**config.mk**
```make
export PLATFORM = sky130hd
export DESIGN_NAME = sha1_message_digest_flat
export DESIGN_NICKNAME = d
export VERILOG_FILES = /design/src/sv/sha1md_pkg.sv /design/src/sv/sha1md_msg_if.sv /design/src/sv/sha1md_dgst_if.sv /design/src/sv/sha1md_ram.sv /design/src/sv/sha1_message_digest.sv /design/src/flat_wrapper.sv
export VERILOG_INCLUDE_DIRS = /design/src /design/src/sv
export SDC_FILE = /design/constraint.sdc
export NUM_CORES = 2
export LEC_CHECK = 0
export BUFFER_PORTS_ARGS = -buffer_cell sky130_fd_sc_hd__clkbuf_2
export CAP_MARGIN = 0
export CORE_AREA = 10 10 461 463
export DETAILED_ROUTE_END_ITERATION = 12
export DIE_AREA = 0 0 471 473
export PLACE_DENSITY = 0.57
export SLEW_MARGIN = 20
export SYNTH_ARGS = -nofsm -noshare
export SYNTH_HDL_FRONTEND = slang
export SYNTH_SLANG_ARGS = --single-unit
```
**constraint.sdc**
```tcl
create_clock -name clk_i -period 21.4 [get_ports clk_i]
set_input_delay 3.21 -clock clk_i [delete_from_list [all_inputs] [get_ports clk_i]]
set_output_delay 3.21 -clock clk_i [all_outputs]
set_load 0.05 [all_outputs]
```
**src/sv/sha1_message_digest_macros.svh**
```systemverilog
// Assertion macros shared by the digest block.
`ifndef SHA1_MESSAGE_DIGEST_MACROS_SVH
`define SHA1_MESSAGE_DIGEST_MACROS_SVH

// Check a property on every clock edge outside reset.
`define SHA1MD_ASSERT(lbl, prop, msg) \
  lbl: assert property (@(posedge clk_i) disable iff (!rst_ni) (prop)) else $error(msg);

// Check that a condition in one cycle implies another in the next.
`define SHA1MD_ASSERT_NEXT(lbl, ante, cons, msg) \
  lbl: assert property (@(posedge clk_i) disable iff (!rst_ni) (ante) |=> (cons)) \
    else $error(msg);

`endif

```
**src/sv/sha1md_pkg.sv**
```systemverilog
package sha1md_pkg;

  localparam int unsigned BYTE_W       = 8;
  localparam int unsigned WORD_W       = 32;
  localparam int unsigned BLOCK_WORDS  = 16;
  localparam int unsigned CHAIN_WORDS  = 5;
  localparam int unsigned COUNT_W      = 61;
  localparam int unsigned ROUNDS       = 80;
  localparam int unsigned DIGEST_BYTES = 20;

  localparam logic [3:0] LEN_HI_WORD = 4'd14;
  localparam logic [3:0] LEN_LO_WORD = 4'd15;

  localparam logic [WORD_W-1:0] H_INIT [CHAIN_WORDS] = '{
    32'h6745_2301, 32'hEFCD_AB89, 32'h98BA_DCFE, 32'h1032_5476, 32'hC3D2_E1F0
  };

  localparam logic [WORD_W-1:0] K_R0 = 32'h5A82_7999;
  localparam logic [WORD_W-1:0] K_R1 = 32'h6ED9_EBA1;
  localparam logic [WORD_W-1:0] K_R2 = 32'h8F1B_BCDC;
  localparam logic [WORD_W-1:0] K_R3 = 32'hCA62_C1D6;

  localparam logic [BYTE_W-1:0] PAD_BYTE = 8'h80;

  typedef enum logic [3:0] {
    S_IDLE,
    S_CLOAD,
    S_COMP,
    S_FIN,
    S_PAD,
    S_FILL,
    S_LEN_HI,
    S_LEN_LO,
    S_OUT
  } state_e;

  // What follows a compression.
  typedef enum logic [1:0] {
    NX_IDLE,
    NX_PAD,
    NX_FILL,
    NX_OUT
  } after_e;

  // Place a byte in its big-endian lane of a word.
  function automatic logic [WORD_W-1:0] byte_lane(input logic [BYTE_W-1:0] b,
                                                  input logic [1:0] lane);
    logic [WORD_W-1:0] r;
    begin
      case (lane)
        2'd0:    r = {b, 24'h0};
        2'd1:    r = {8'h0, b, 16'h0};
        2'd2:    r = {16'h0, b, 8'h0};
        default: r = {24'h0, b};
      endcase
      return r;
    end
  endfunction

endpackage

```
**src/sv/sha1md_msg_if.sv**
```systemverilog
interface sha1md_msg_if;
  logic                           valid;
  logic                           ready;
  logic [sha1md_pkg::BYTE_W-1:0]  msg_byte;
  logic                           byte_valid;
  logic                           end_of_message;

  modport source (output valid, output msg_byte, output byte_valid,
                  output end_of_message, input ready);
  modport sink   (input valid, input msg_byte, input byte_valid,
                  input end_of_message, output ready);
endinterface

```
**src/sv/sha1md_dgst_if.sv**
```systemverilog
interface sha1md_dgst_if;
  logic                           valid;
  logic                           ready;
  logic [sha1md_pkg::BYTE_W-1:0]  digest_byte;
  logic                           digest_last;

  modport source (output valid, output digest_byte, output digest_last, input ready);
  modport sink   (input valid, input digest_byte, input digest_last, output ready);
endinterface

```
**src/sv/sha1md_ram.sv**
```systemverilog
module sha1md_ram #(
  parameter int unsigned WIDTH = 32,
  parameter int unsigned DEPTH = 16
) (
  input  logic                     clk_i,
  input  logic                     we_i,
  input  logic [$clog2(DEPTH)-1:0] waddr_i,
  input  logic [WIDTH-1:0]         wdata_i,
  input  logic [$clog2(DEPTH)-1:0] raddr_i,
  output logic [WIDTH-1:0]         rdata_o
);

  logic [WIDTH-1:0] mem_q [DEPTH];
  logic [WIDTH-1:0] rdata_q;

  // Write one entry and read one entry; the read data is registered.
  always_ff @(posedge clk_i) begin
    if (we_i) begin
      mem_q[waddr_i] <= wdata_i;
    end
    rdata_q <= mem_q[raddr_i];
  end

  assign rdata_o = rdata_q;

endmodule

```
**src/sv/sha1_message_digest.sv**
```systemverilog
// A byte item that does not fill a block is taken in the idle state with no other work.
// A byte that fills a block starts a compression: chain load, 80 rounds, chain update.
// A closing item adds pad, zero and length writes, one or two compressions
// and 20 digest items, one per cycle when the sink is ready.
// Compression runs one round per cycle, fed by the block buffer memory.
// Reset clears the byte count and loads the initial chaining values; no sweep.
`include "sha1_message_digest_macros.svh"

module sha1_message_digest (
  input  logic                clk_i,
  input  logic                rst_ni,
  sha1md_msg_if.sink          msg_i,
  sha1md_dgst_if.source       dgst_o
);

  localparam int unsigned AW = $clog2(sha1md_pkg::BLOCK_WORDS);
  localparam int unsigned WW = sha1md_pkg::WORD_W;

  sha1md_pkg::state_e state_q, state_d;
  sha1md_pkg::after_e after_q, after_d;

  logic [sha1md_pkg::COUNT_W-1:0] count_q, count_d;
  logic [WW-1:0]                  acc_q, acc_d;
  logic [6:0]                     rnd_q, rnd_d;
  logic [4:0]                     fill_q, fill_d;
  logic                           len_blk_q, len_blk_d;
  logic [4:0]                     out_idx_q, out_idx_d;
  logic [WW-1:0]                  chain_q [sha1md_pkg::CHAIN_WORDS];
  logic [WW-1:0]                  chain_d [sha1md_pkg::CHAIN_WORDS];
  logic [WW-1:0]                  work_q  [sha1md_pkg::CHAIN_WORDS];
  logic [WW-1:0]                  work_d  [sha1md_pkg::CHAIN_WORDS];
  logic [WW-1:0]                  w_q     [sha1md_pkg::BLOCK_WORDS];
  logic [WW-1:0]                  w_d     [sha1md_pkg::BLOCK_WORDS];

  logic          ram_we;
  logic [AW-1:0] ram_waddr;
  logic [WW-1:0] ram_wdata;
  logic [AW-1:0] ram_raddr;
  logic [WW-1:0] ram_rdata;

  logic [WW-1:0] w_cur;
  logic [WW-1:0] f_val;
  logic [WW-1:0] k_val;
  logic [WW-1:0] t_val;
  logic [WW-1:0] dig_word;
  logic [1:0]    lane;
  logic [4:0]    fill_lim;

  localparam logic [4:0] LAST_IDX  = 5'(sha1md_pkg::DIGEST_BYTES - 1);
  localparam logic [6:0] LAST_RND  = 7'(sha1md_pkg::ROUNDS - 1);
  localparam logic [4:0] FILL_FULL = 5'(sha1md_pkg::BLOCK_WORDS);
  localparam logic [4:0] FILL_LEN  = 5'(sha1md_pkg::LEN_HI_WORD);

  sha1md_ram #(
    .WIDTH (WW),
    .DEPTH (sha1md_pkg::BLOCK_WORDS)
  ) u_blk_ram (
    .clk_i   (clk_i),
    .we_i    (ram_we),
    .waddr_i (ram_waddr),
    .wdata_i (ram_wdata),
    .raddr_i (ram_raddr),
    .rdata_o (ram_rdata)
  );

  assign lane     = count_q[1:0];
  assign fill_lim = len_blk_q ? FILL_LEN : FILL_FULL;

  // Expand the schedule: first sixteen words from memory, then from the window.
  always_comb begin
    if (rnd_q < 7'(sha1md_pkg::BLOCK_WORDS)) begin
      w_cur = ram_rdata;
    end else begin
      w_cur = {(w_q[13][30:0] ^ w_q[8][30:0] ^ w_q[2][30:0] ^ w_q[0][30:0]),
               (w_q[13][31] ^ w_q[8][31] ^ w_q[2][31] ^ w_q[0][31])};
    end
  end

  // Select round function and constant.
  always_comb begin
    if (rnd_q < 7'd20) begin
      f_val = (work_q[1] & work_q[2]) | (~work_q[1] & work_q[3]);
      k_val = sha1md_pkg::K_R0;
    end else if (rnd_q < 7'd40) begin
      f_val = work_q[1] ^ work_q[2] ^ work_q[3];
      k_val = sha1md_pkg::K_R1;
    end else if (rnd_q < 7'd60) begin
      f_val = (work_q[1] & work_q[2]) | (work_q[1] & work_q[3]) | (work_q[2] & work_q[3]);
      k_val = sha1md_pkg::K_R2;
    end else begin
      f_val = work_q[1] ^ work_q[2] ^ work_q[3];
      k_val = sha1md_pkg::K_R3;
    end
    t_val = {work_q[0][26:0], work_q[0][31:27]} + f_val + work_q[4] + k_val + w_cur;
  end

  // Next state, memory access and datapath updates.
  always_comb begin
    state_d   = state_q;
    after_d   = after_q;
    count_d   = count_q;
    acc_d     = acc_q;
    rnd_d     = rnd_q;
    fill_d    = fill_q;
    len_blk_d = len_blk_q;
    out_idx_d = out_idx_q;
    chain_d   = chain_q;
    work_d    = work_q;
    w_d       = w_q;
    ram_we    = 1'b0;
    ram_waddr = count_q[5:2];
    ram_wdata = acc_q;
    ram_raddr = '0;

    unique case (state_q)
      sha1md_pkg::S_IDLE: begin
        if (msg_i.valid) begin
          if (msg_i.byte_valid) begin
            // Pack the byte; a word's first byte overwrites the whole word.
            if (lane == 2'd0) begin
              acc_d = sha1md_pkg::byte_lane(msg_i.msg_byte, lane);
            end else begin
              acc_d = acc_q | sha1md_pkg::byte_lane(msg_i.msg_byte, lane);
            end
            count_d   = count_q + 61'd1;
            ram_we    = (lane == 2'd3);
            ram_wdata = acc_d;
            if (count_q[5:0] == 6'd63) begin
              state_d = sha1md_pkg::S_CLOAD;
              after_d = msg_i.end_of_message ? sha1md_pkg::NX_PAD : sha1md_pkg::NX_IDLE;
            end else if (msg_i.end_of_message) begin
              state_d = sha1md_pkg::S_PAD;
            end
          end else if (msg_i.end_of_message) begin
            state_d = sha1md_pkg::S_PAD;
          end
        end
      end

      sha1md_pkg::S_PAD: begin
        // Write the word that carries the pad byte.
        ram_we = 1'b1;
        if (lane == 2'd0) begin
          ram_wdata = sha1md_pkg::byte_lane(sha1md_pkg::PAD_BYTE, lane);
        end else begin
          ram_wdata = acc_q | sha1md_pkg::byte_lane(sha1md_pkg::PAD_BYTE, lane);
        end
        fill_d    = {1'b0, count_q[5:2]} + 5'd1;
        len_blk_d = (count_q[5:2] < sha1md_pkg::LEN_HI_WORD);
        state_d   = sha1md_pkg::S_FILL;
      end

      sha1md_pkg::S_FILL: begin
        // Zero the rest of the block, or of the words before the length.
        if (fill_q < fill_lim) begin
          ram_we    = 1'b1;
          ram_waddr = fill_q[AW-1:0];
          ram_wdata = '0;
          fill_d    = fill_q + 5'd1;
        end else if (len_blk_q) begin
          state_d = sha1md_pkg::S_LEN_HI;
        end else begin
          state_d = sha1md_pkg::S_CLOAD;
          after_d = sha1md_pkg::NX_FILL;
        end
      end

      sha1md_pkg::S_LEN_HI: begin
        ram_we    = 1'b1;
        ram_waddr = sha1md_pkg::LEN_HI_WORD;
        ram_wdata = count_q[60:29];
        state_d   = sha1md_pkg::S_LEN_LO;
      end

      sha1md_pkg::S_LEN_LO: begin
        ram_we    = 1'b1;
        ram_waddr = sha1md_pkg::LEN_LO_WORD;
        ram_wdata = {count_q[28:0], 3'b000};
        state_d   = sha1md_pkg::S_CLOAD;
        after_d   = sha1md_pkg::NX_OUT;
      end

      sha1md_pkg::S_CLOAD: begin
        // Load working words and fetch the first schedule word.
        work_d  = chain_q;
        rnd_d   = '0;
        state_d = sha1md_pkg::S_COMP;
      end

      sha1md_pkg::S_COMP: begin
        ram_raddr = rnd_q[AW-1:0] + 4'd1;
        work_d[4] = work_q[3];
        work_d[3] = work_q[2];
        work_d[2] = {work_q[1][1:0], work_q[1][31:2]};
        work_d[1] = work_q[0];
        work_d[0] = t_val;
        for (int i = 0; i < sha1md_pkg::BLOCK_WORDS - 1; i++) begin
          w_d[i] = w_q[i+1];
        end
        w_d[sha1md_pkg::BLOCK_WORDS-1] = w_cur;
        rnd_d = rnd_q + 7'd1;
        if (rnd_q == LAST_RND) begin
          state_d = sha1md_pkg::S_FIN;
        end
      end

      sha1md_pkg::S_FIN: begin
        // Fold the working words into the chain.
        for (int i = 0; i < sha1md_pkg::CHAIN_WORDS; i++) begin
          chain_d[i] = chain_q[i] + work_q[i];
        end
        unique case (after_q)
          sha1md_pkg::NX_IDLE: state_d = sha1md_pkg::S_IDLE;
          sha1md_pkg::NX_PAD:  state_d = sha1md_pkg::S_PAD;
          sha1md_pkg::NX_FILL: begin
            fill_d    = '0;
            len_blk_d = 1'b1;
            state_d   = sha1md_pkg::S_FILL;
          end
          default: begin
            out_idx_d = '0;
            state_d   = sha1md_pkg::S_OUT;
          end
        endcase
      end

      sha1md_pkg::S_OUT: begin
        // Emit digest items; restart the chain after the last one.
        if (dgst_o.ready) begin
          if (out_idx_q == LAST_IDX) begin
            chain_d = sha1md_pkg::H_INIT;
            count_d = '0;
            state_d = sha1md_pkg::S_IDLE;
          end else begin
            out_idx_d = out_idx_q + 5'd1;
          end
        end
      end

      default: state_d = sha1md_pkg::S_IDLE;
    endcase
  end

  // Hold control state and chaining words.
  always_ff @(posedge clk_i or negedge rst_ni) begin
    if (!rst_ni) begin
      state_q   <= sha1md_pkg::S_IDLE;
      after_q   <= sha1md_pkg::NX_IDLE;
      count_q   <= '0;
      rnd_q     <= '0;
      fill_q    <= '0;
      len_blk_q <= 1'b0;
      out_idx_q <= '0;
      chain_q   <= sha1md_pkg::H_INIT;
    end else begin
      state_q   <= state_d;
      after_q   <= after_d;
      count_q   <= count_d;
      rnd_q     <= rnd_d;
      fill_q    <= fill_d;
      len_blk_q <= len_blk_d;
      out_idx_q <= out_idx_d;
      chain_q   <= chain_d;
    end
  end

  // Hold datapath words.
  always_ff @(posedge clk_i) begin
    acc_q  <= acc_d;
    work_q <= work_d;
    w_q    <= w_d;
  end

  // Pick the digest byte, most significant first.
  assign dig_word = chain_q[out_idx_q[4:2]];

  always_comb begin
    case (out_idx_q[1:0])
      2'd0:    dgst_o.digest_byte = dig_word[31:24];
      2'd1:    dgst_o.digest_byte = dig_word[23:16];
      2'd2:    dgst_o.digest_byte = dig_word[15:8];
      default: dgst_o.digest_byte = dig_word[7:0];
    endcase
  end

  assign dgst_o.valid       = (state_q == sha1md_pkg::S_OUT);
  assign dgst_o.digest_last = (out_idx_q == LAST_IDX);
  assign msg_i.ready        = (state_q == sha1md_pkg::S_IDLE);

  `SHA1MD_ASSERT(a_no_in_during_out, !(msg_i.ready && dgst_o.valid), "input taken while digest pending")
  `SHA1MD_ASSERT(a_no_write_in_comp, !((state_q == sha1md_pkg::S_COMP) && ram_we), "block written during compression")
  `SHA1MD_ASSERT(a_round_range, !((state_q == sha1md_pkg::S_COMP) && (rnd_q > LAST_RND)), "round counter out of range")
  `SHA1MD_ASSERT(a_fill_range, fill_q <= FILL_FULL, "fill pointer beyond block")
  `SHA1MD_ASSERT_NEXT(a_restart, dgst_o.valid && dgst_o.ready && dgst_o.digest_last, (count_q == '0) && (state_q == sha1md_pkg::S_IDLE), "no restart after digest")

endmodule
```
**src/flat_wrapper.sv**
```systemverilog
// flat-port wrapper written by rule: the top's interface ports become plain ports
module sha1_message_digest_flat 
  (clk_i, rst_ni, msg_i_valid, msg_i_msg_byte, msg_i_byte_valid, msg_i_end_of_message, msg_i_ready, dgst_o_valid, dgst_o_digest_byte, dgst_o_digest_last, dgst_o_ready);
  sha1md_msg_if msg_i_i ();
  sha1md_dgst_if dgst_o_i ();
  input  logic clk_i;
  input  logic rst_ni;
  input wire logic [$bits(msg_i_i.valid)-1:0] msg_i_valid;
  input wire logic [$bits(msg_i_i.msg_byte)-1:0] msg_i_msg_byte;
  input wire logic [$bits(msg_i_i.byte_valid)-1:0] msg_i_byte_valid;
  input wire logic [$bits(msg_i_i.end_of_message)-1:0] msg_i_end_of_message;
  output wire logic [$bits(msg_i_i.ready)-1:0] msg_i_ready;
  output wire logic [$bits(dgst_o_i.valid)-1:0] dgst_o_valid;
  output wire logic [$bits(dgst_o_i.digest_byte)-1:0] dgst_o_digest_byte;
  output wire logic [$bits(dgst_o_i.digest_last)-1:0] dgst_o_digest_last;
  input wire logic [$bits(dgst_o_i.ready)-1:0] dgst_o_ready;
  assign msg_i_i.valid = msg_i_valid;
  assign msg_i_i.msg_byte = msg_i_msg_byte;
  assign msg_i_i.byte_valid = msg_i_byte_valid;
  assign msg_i_i.end_of_message = msg_i_end_of_message;
  assign msg_i_ready = msg_i_i.ready;
  assign dgst_o_valid = dgst_o_i.valid;
  assign dgst_o_digest_byte = dgst_o_i.digest_byte;
  assign dgst_o_digest_last = dgst_o_i.digest_last;
  assign dgst_o_i.ready = dgst_o_ready;
  sha1_message_digest u_core (.clk_i(clk_i), .rst_ni(rst_ni), .msg_i(msg_i_i), .dgst_o(dgst_o_i));
endmodule
```
# Word level (Yosys, flattened, before mapping)
# Memories as Yosys holds them, arrays and structs flattened. A register that Yosys moved wholly into a read port is not among the register bits.
# Cells that the tools add are included.
[word_totals]
n_memories = 1
register_bits = 949
wordCells = 197
output_inout_bits = 11
inputBits = 14
mem_bits_rw = 512
[classes]
bitwise = 19
eq_ne = 30
magnitude_cmp = 7
add_sub_neg = 15
mux = 72
reduce_logical = 19
[mem_list]
columns = ["name", "depth", "width", "rd", "rd_clocked_by_memory_dff", "wr", "line_no", "rtl"]
rows = [
  ["u_core.u_blk_ram.mem_q", 16, 32, 1, 1, 1, "sha1md_ram.sv:13", "logic [WIDTH-1:0] mem_q [DEPTH];"],
]
[ops]
columns = ["op", "n"]
rows = [
  ["$pmux W160 S2", 2],
  ["$mux W32", 19],
  ["$mux W160", 2],
  ["$add A32 B32 Y32", 9],
  ["$mux W61", 4],
  ["$or A32 B32 Y32", 5],
  ["$pmux W32 S5", 1],
  ["$and A32 B32 Y32", 4],
  ["$pmux W61 S2", 1],
  ["$bmux W32 S3", 1],
  ["$pmux W24 S2", 2],
  ["$xor A31 B31 Y31", 3],
  ["$xor A32 B32 Y32", 2],
  ["$add A61 B1 Y61 const B", 1],
  ["$mux W4", 10],
  ["$pmux W4 S9", 1],
  ["$not A32 Y32", 1],
  ["$mux W31", 1],
  ["$mux W5", 6],
  ["$pmux W4 S3", 2],
  ["$pmux W8 S3", 1],
  ["$eq A4 B3 Y1 const B", 4],
  ["$pmux W5 S3", 1],
  ["$lt A7 B5 Y1 const B", 2],
  ["other kinds (38)", 77],
]

# Longest topological paths before layout
[depth]
word_depth = 11
depth_mapped = 26
mapped_depth_nobuf = 24

# Modules after synthesis
# From an unflattened synthesis, not the netlist that was laid out.
[hier_totals]
hier_cells = 5145
area_unflattened_um2 = 69471.6
[by_module_without_submodules]
columns = ["mod", "area_per_inst_um2", "cells_each", "n_inst", "seq_area_each_um2"]
rows = [
  ["sha1_message_digest", 49617.6, 4307, 1, 27371.3],
  ["sha1md_ram", 19854.0, 838, 1, 16015.4],
]

# Worst setup path before layout
# No wires, ideal clock.
[synth_path]
path_kind = "reg2reg"
startpoint = "register u_core.state_q[3]"
endpoint = "register u_core.w_q[0] (netlist name) (enable)"
arrival_ns = 14.910
synth_period_minus_slack_ns = 15.987
path_buffers = 2
setup_slack_ns = 5.413
required_time_ns = 20.323
setup_time_ns = 1.077
path_stages_with_launch = 6
path_cell_list = "dfrtp_1 > clkbuf_1 > nor2_1 > nand2_1 > inv_2 > clkbuf_1"
[synth_between]
elab_chain_cells = 1
[synth_rtl]
columns = ["item", "line_no", "rtl"]
rows = [
  ["start: declaration", "sha1_message_digest.sv:19", "sha1md_pkg::state_e state_q, state_d;"],
  ["start signal: assignment", "sha1_message_digest.sv:247", "state_q <= sha1md_pkg::S_IDLE;"],
  ["start signal: assignment", "sha1_message_digest.sv:256", "state_q <= state_d;"],
  ["$eq A4 B2 Y1", "sha1_message_digest.sv:115", "unique case (state_q)"],
  ["end signal: assignment", "sha1_message_digest.sv:271", "w_q <= w_d;"],
  ["end: declaration", "sha1_message_digest.sv:32", "logic [WW-1:0] w_q [sha1md_pkg::BLOCK_WORDS];"],
]
# Every way passes these cells.
# A chain may end at the register's enable or synchronous reset.

==> results by group <==
Worst setup path
  – Startpoint types: register
  – Crit path kind: register to register
  – CP required: 21.91 ns
  – CP Capture Type: register
  – Max FO, Critical Path: 37
  – Crit path DAT: 8.05 ns

Logic synthesis
  – EDFF count, synth: about 1200
  – Complex-gate fraction of the synthesized area: 0.126
  – Mux cell area share after synthesis: 0.0135
  – Post-synth top area cell: edfxtp_1
  – Ys async rst share: 0.164
  – Syn nets: a little over 6000
  – Share of the synthesized area in the top cell type: 0.517
  – Synth Area per Inst: around 12 um^2
  – Simple-gate share of the synthesized area: 0.105
  – Post-Synth XOR/XNOR Area: 0.0361
  – Synth Cell Area: 0.0706 mm^2
  – Main combinational cell family by area after synthesis: compound AO/OA/AOI/OAI gates
  – Synth top area cells: edfxtp_1 (52%), dfrtp_1 (5.8%), nand2_1 (5.0%)
  – Adder-Cell Fraction of Synth Area: 0.0770
  – Seq/Total Area, Yosys: 0.614
  – Synth cell types: just under 90
  – Register bit total from synthesis: ~1500
  – Yosys warns: 0
  – Synth Flop Type: edfxtp_1
  – Synth Instances: 5766

Clock network
  – CTS resizes: 0
  – Hold_buf cts: 0
  – Clock Latency Late Sink: between 0.8 and 0.9 ns
  – Num CTS Buffers: around 160
  – Root Driver: clkbuf_16
  – CTS H-tree depth: 4
  – Clock Path Buffers: 3
  – Clock transition at the registers of the reported paths: ~0.060 ns
  – Clock sinks: 1493
  – Setup Fix Bufs, Post-CTS: 0
  – CTS tree: yes

STA
  – Setup violators final: 0
  – Unrepaired setup endpoints after global routing: false
  – Final TNS setup: 0 ns
  – Least-Margin Pin Slew: about 1.1 ns
  – Worst Skew: 0.0602 ns
  – Tmin final: 7.53 ns
  – Fin. Hold Viols: 0
  – Slew HR: 0.289
  – Max-slew violations: 0
  – Fin crit share: 0.352
  – Max Clk Rate: 133 MHz

Floorplan
  – Core area: a little over 0.2 mm^2
  – Io pins: 25
  – Initial Util: 0.347
  – DIE AREA: approximately 0.22 mm^2
  – Site Rows: 166
  – Die height: 473 um
  – Die Span X: approximately 470 um

Flow run
  – Maximum capacitance violations: 0

GRT
  – Pin count of the biggest net entering global routing: 190
  – Grt ovf: 0
  – Vias in the first global route: ~44000
  – GRT Resource Usage Total: 0.166
  – Antenna violations before repair: 5
  – First-pass GRT wire length: 285000 um

Finish
  – Layout cells sized above 1: 0.0856
  – Area Overhead vs Synth: 12.2%
  – Final nets: 6130
  – Final Non-Filler Cells: 8578

Min path
  – Type of the tightest min-delay check: register to register

Placed design
  – DP HPWL: about 120000 um
  – Number of placed cells counting well taps: about 8300
  – Final RePlAce weighted congestion: just over 0.9
  – Input/output buffers: 24

Route
  – Post-Route WL: roughly 190000 um
  – Vias per cell: about 5.3
  – Antenna viol nets, final: 0
  – Drt drc: 0
  – DR pass1 iterations: 6
  – Routed wire per std cell: 22.2 um
  – DR iter-0 viols: approximately 4300
  – Via Count: about 46000

Outcome
  – Outcome: finished clean
-- layer usage --
metal	up-vias	share of wire	track usage
met5	-	0	0
met4	0	0.031	0.0515
met3	291	0.055	0.0243
met2	1413	0.46	0.267
met1	23100	0.45	0.231
li1	21100	-	-
-- cell type report --
type | count | area, um^2
diodes | 3 | 7.51
flip-flops and latches | 1493 | 43400
clock inverters | 62 | 785
multi-input cells | 3755 | 25500
inverters | 257 | 977
repair buffers | 92 | 706
well taps | 2688 | 3360
clock buffers | 228 | 4500
fillers | 19300 | 124000
-- logic make-up (layout without fill, tap and decap cells) --
group                    count (synthesis)  count (layout)
AND/OR/NAND/NOR                       1697            1697
flip-flops                            1493            1493
AO/OA/AOI/OAI                         1353            1353
buffers and inverters                  518             639
adder cells (fa/ha/maj)                360             360
XOR/XNOR                               291             291
multiplexers                            54              54
other                                    0               3
-- critical path, cell delays in order, from the launching register on --
cell	delay, ns
dfrtp_1	0.50
a41oi_1	0.72
nand2_1	0.10
buf_4	0.35
nand2_1	0.17
buf_4	0.38
nor2_1	0.09
a211oi_1	0.30
fa_1	0.47
inv_1	0.08
fa_1	0.42
fa_1	0.49
inv_1	0.05
ha_1	0.19
inv_1	0.08
fa_1	0.21
nand2b_1	0.15
a21oi_1	0.12
o311ai_1	0.47
a211oi_1	0.21
or3_1	0.53
a221oi_1	0.48
a21oi_1	0.20
a31oi_1	0.24
xnor2_1	0.14
o21ai_1	0.07
-- state kept, by name, indices dropped and copies added, names as in the netlist --
| signal | cells |
|---|---|
| u_core.fill_q | 5 |
| u_core.after_q | 2 |
| u_core.acc_q | 32 |
| u_core.w_q | 512 |
| u_core.count_q | 61 |
| u_core.state_q | 4 |
| u_core.u_blk_ram.mem_q | 512 |
| u_core.len_blk_q | 1 |
| u_core.chain_q | 160 |
| u_core.u_blk_ram.rdata_o | 32 |
| u_core.work_q | 160 |
| u_core.out_idx_q | 5 |
| u_core.rnd_q | 7 |
-- cells in the mapped netlist, types with 11 or more instances --
cell and number:
a211oi_1 179, a21o_1 76, a21oi_1 331, a221o_1 14, a221oi_1 14, a222oi_1 41
a22o_1 11, a311oi_1 66, a31oi_1 95, and3_1 35, buf_1 17, clkbuf_1 238
dfrtp_1 165, dfstp_2 80, dfxtp_1 32, edfxtp_1 1216, fa_1 124, ha_1 236
inv_1 253, mux2i_1 12, mux4_2 32, nand2_1 938, nand2b_1 37, nand3_1 47
nand4_1 28, nor2_1 310, nor2b_1 180, nor3_1 42, o211ai_1 11, o21a_1 37
o21ai_0 211, o21ai_1 92, o21bai_1 23, o22a_1 12, o22ai_1 12, o31ai_1 19
o32a_1 13, o32ai_1 15, or3_1 27, xnor2_1 184, xor2_1 107
-- layout by cell type (no fill, tap or decap), drive strengths merged, types with 28 or more instances in the layout --
master and count:
clkbuf 251, a222oi 41, o21a 37, nand2 938, xnor2 184, clkinv 34, a21o 76, buf 69
nor2 310, nand2b 37, mux4 32, a31oi 95, dfrtp 165, o21ai 304, inv 266, nand4 28
xor2 107, nor2b 180, dfstp 80, fa 124, nor3 43, edfxtp 1216, a21oi 331, dfxtp 32
and3 35, nand3 47, a311oi 66, ha 236, a211oi 179
-- final timing paths --
check | from | endpoint | slack (ns) | cells past startpoint
worst max-delay path | u_core.rnd_q[4]$_DFFE_PN0N_ | u_core.work_q[159]$_DFFE_PN_ | 13.87 | 25
worst min-delay path | u_core.w_q[351]$_DFFE_PP_ | u_core.w_q[383]$_DFFE_PP_ | 0.40 | 0
worst max register to register | u_core.rnd_q[4]$_DFFE_PN0N_ | u_core.work_q[159]$_DFFE_PN_ | 13.87 | 25
worst min register to register | u_core.w_q[351]$_DFFE_PP_ | u_core.w_q[383]$_DFFE_PP_ | 0.40 | 0
max in group asynchronous | rst_ni | u_core.count_q[56]$_DFFE_PN0P_ | 17.17 | 4
min in group asynchronous | rst_ni | u_core.chain_q[142]$_DFFE_PN0P_ | 2.41 | 1
-- metrics by stage --
step / utilization / area, um^2 / worst slack [ns] / hold WS (ns)
floorplan: - / 70600 / 5.41 / 0.400
global placement: 0.363 / 73900 / 14.08 / 0.401
detailed placement: 0.363 / 73900 / 13.93 / 0.405
CTS: 0.389 / 79200 / 13.88 / 0.389
global route: 0.389 / 79200 / 13.34 / 0.398
finish: 0.389 / 79200 / 13.87 / 0.399
Power is left out: the tool's default activity adds up to more than one toggle a clock period on the data nets, which glitch-free logic cannot reach.
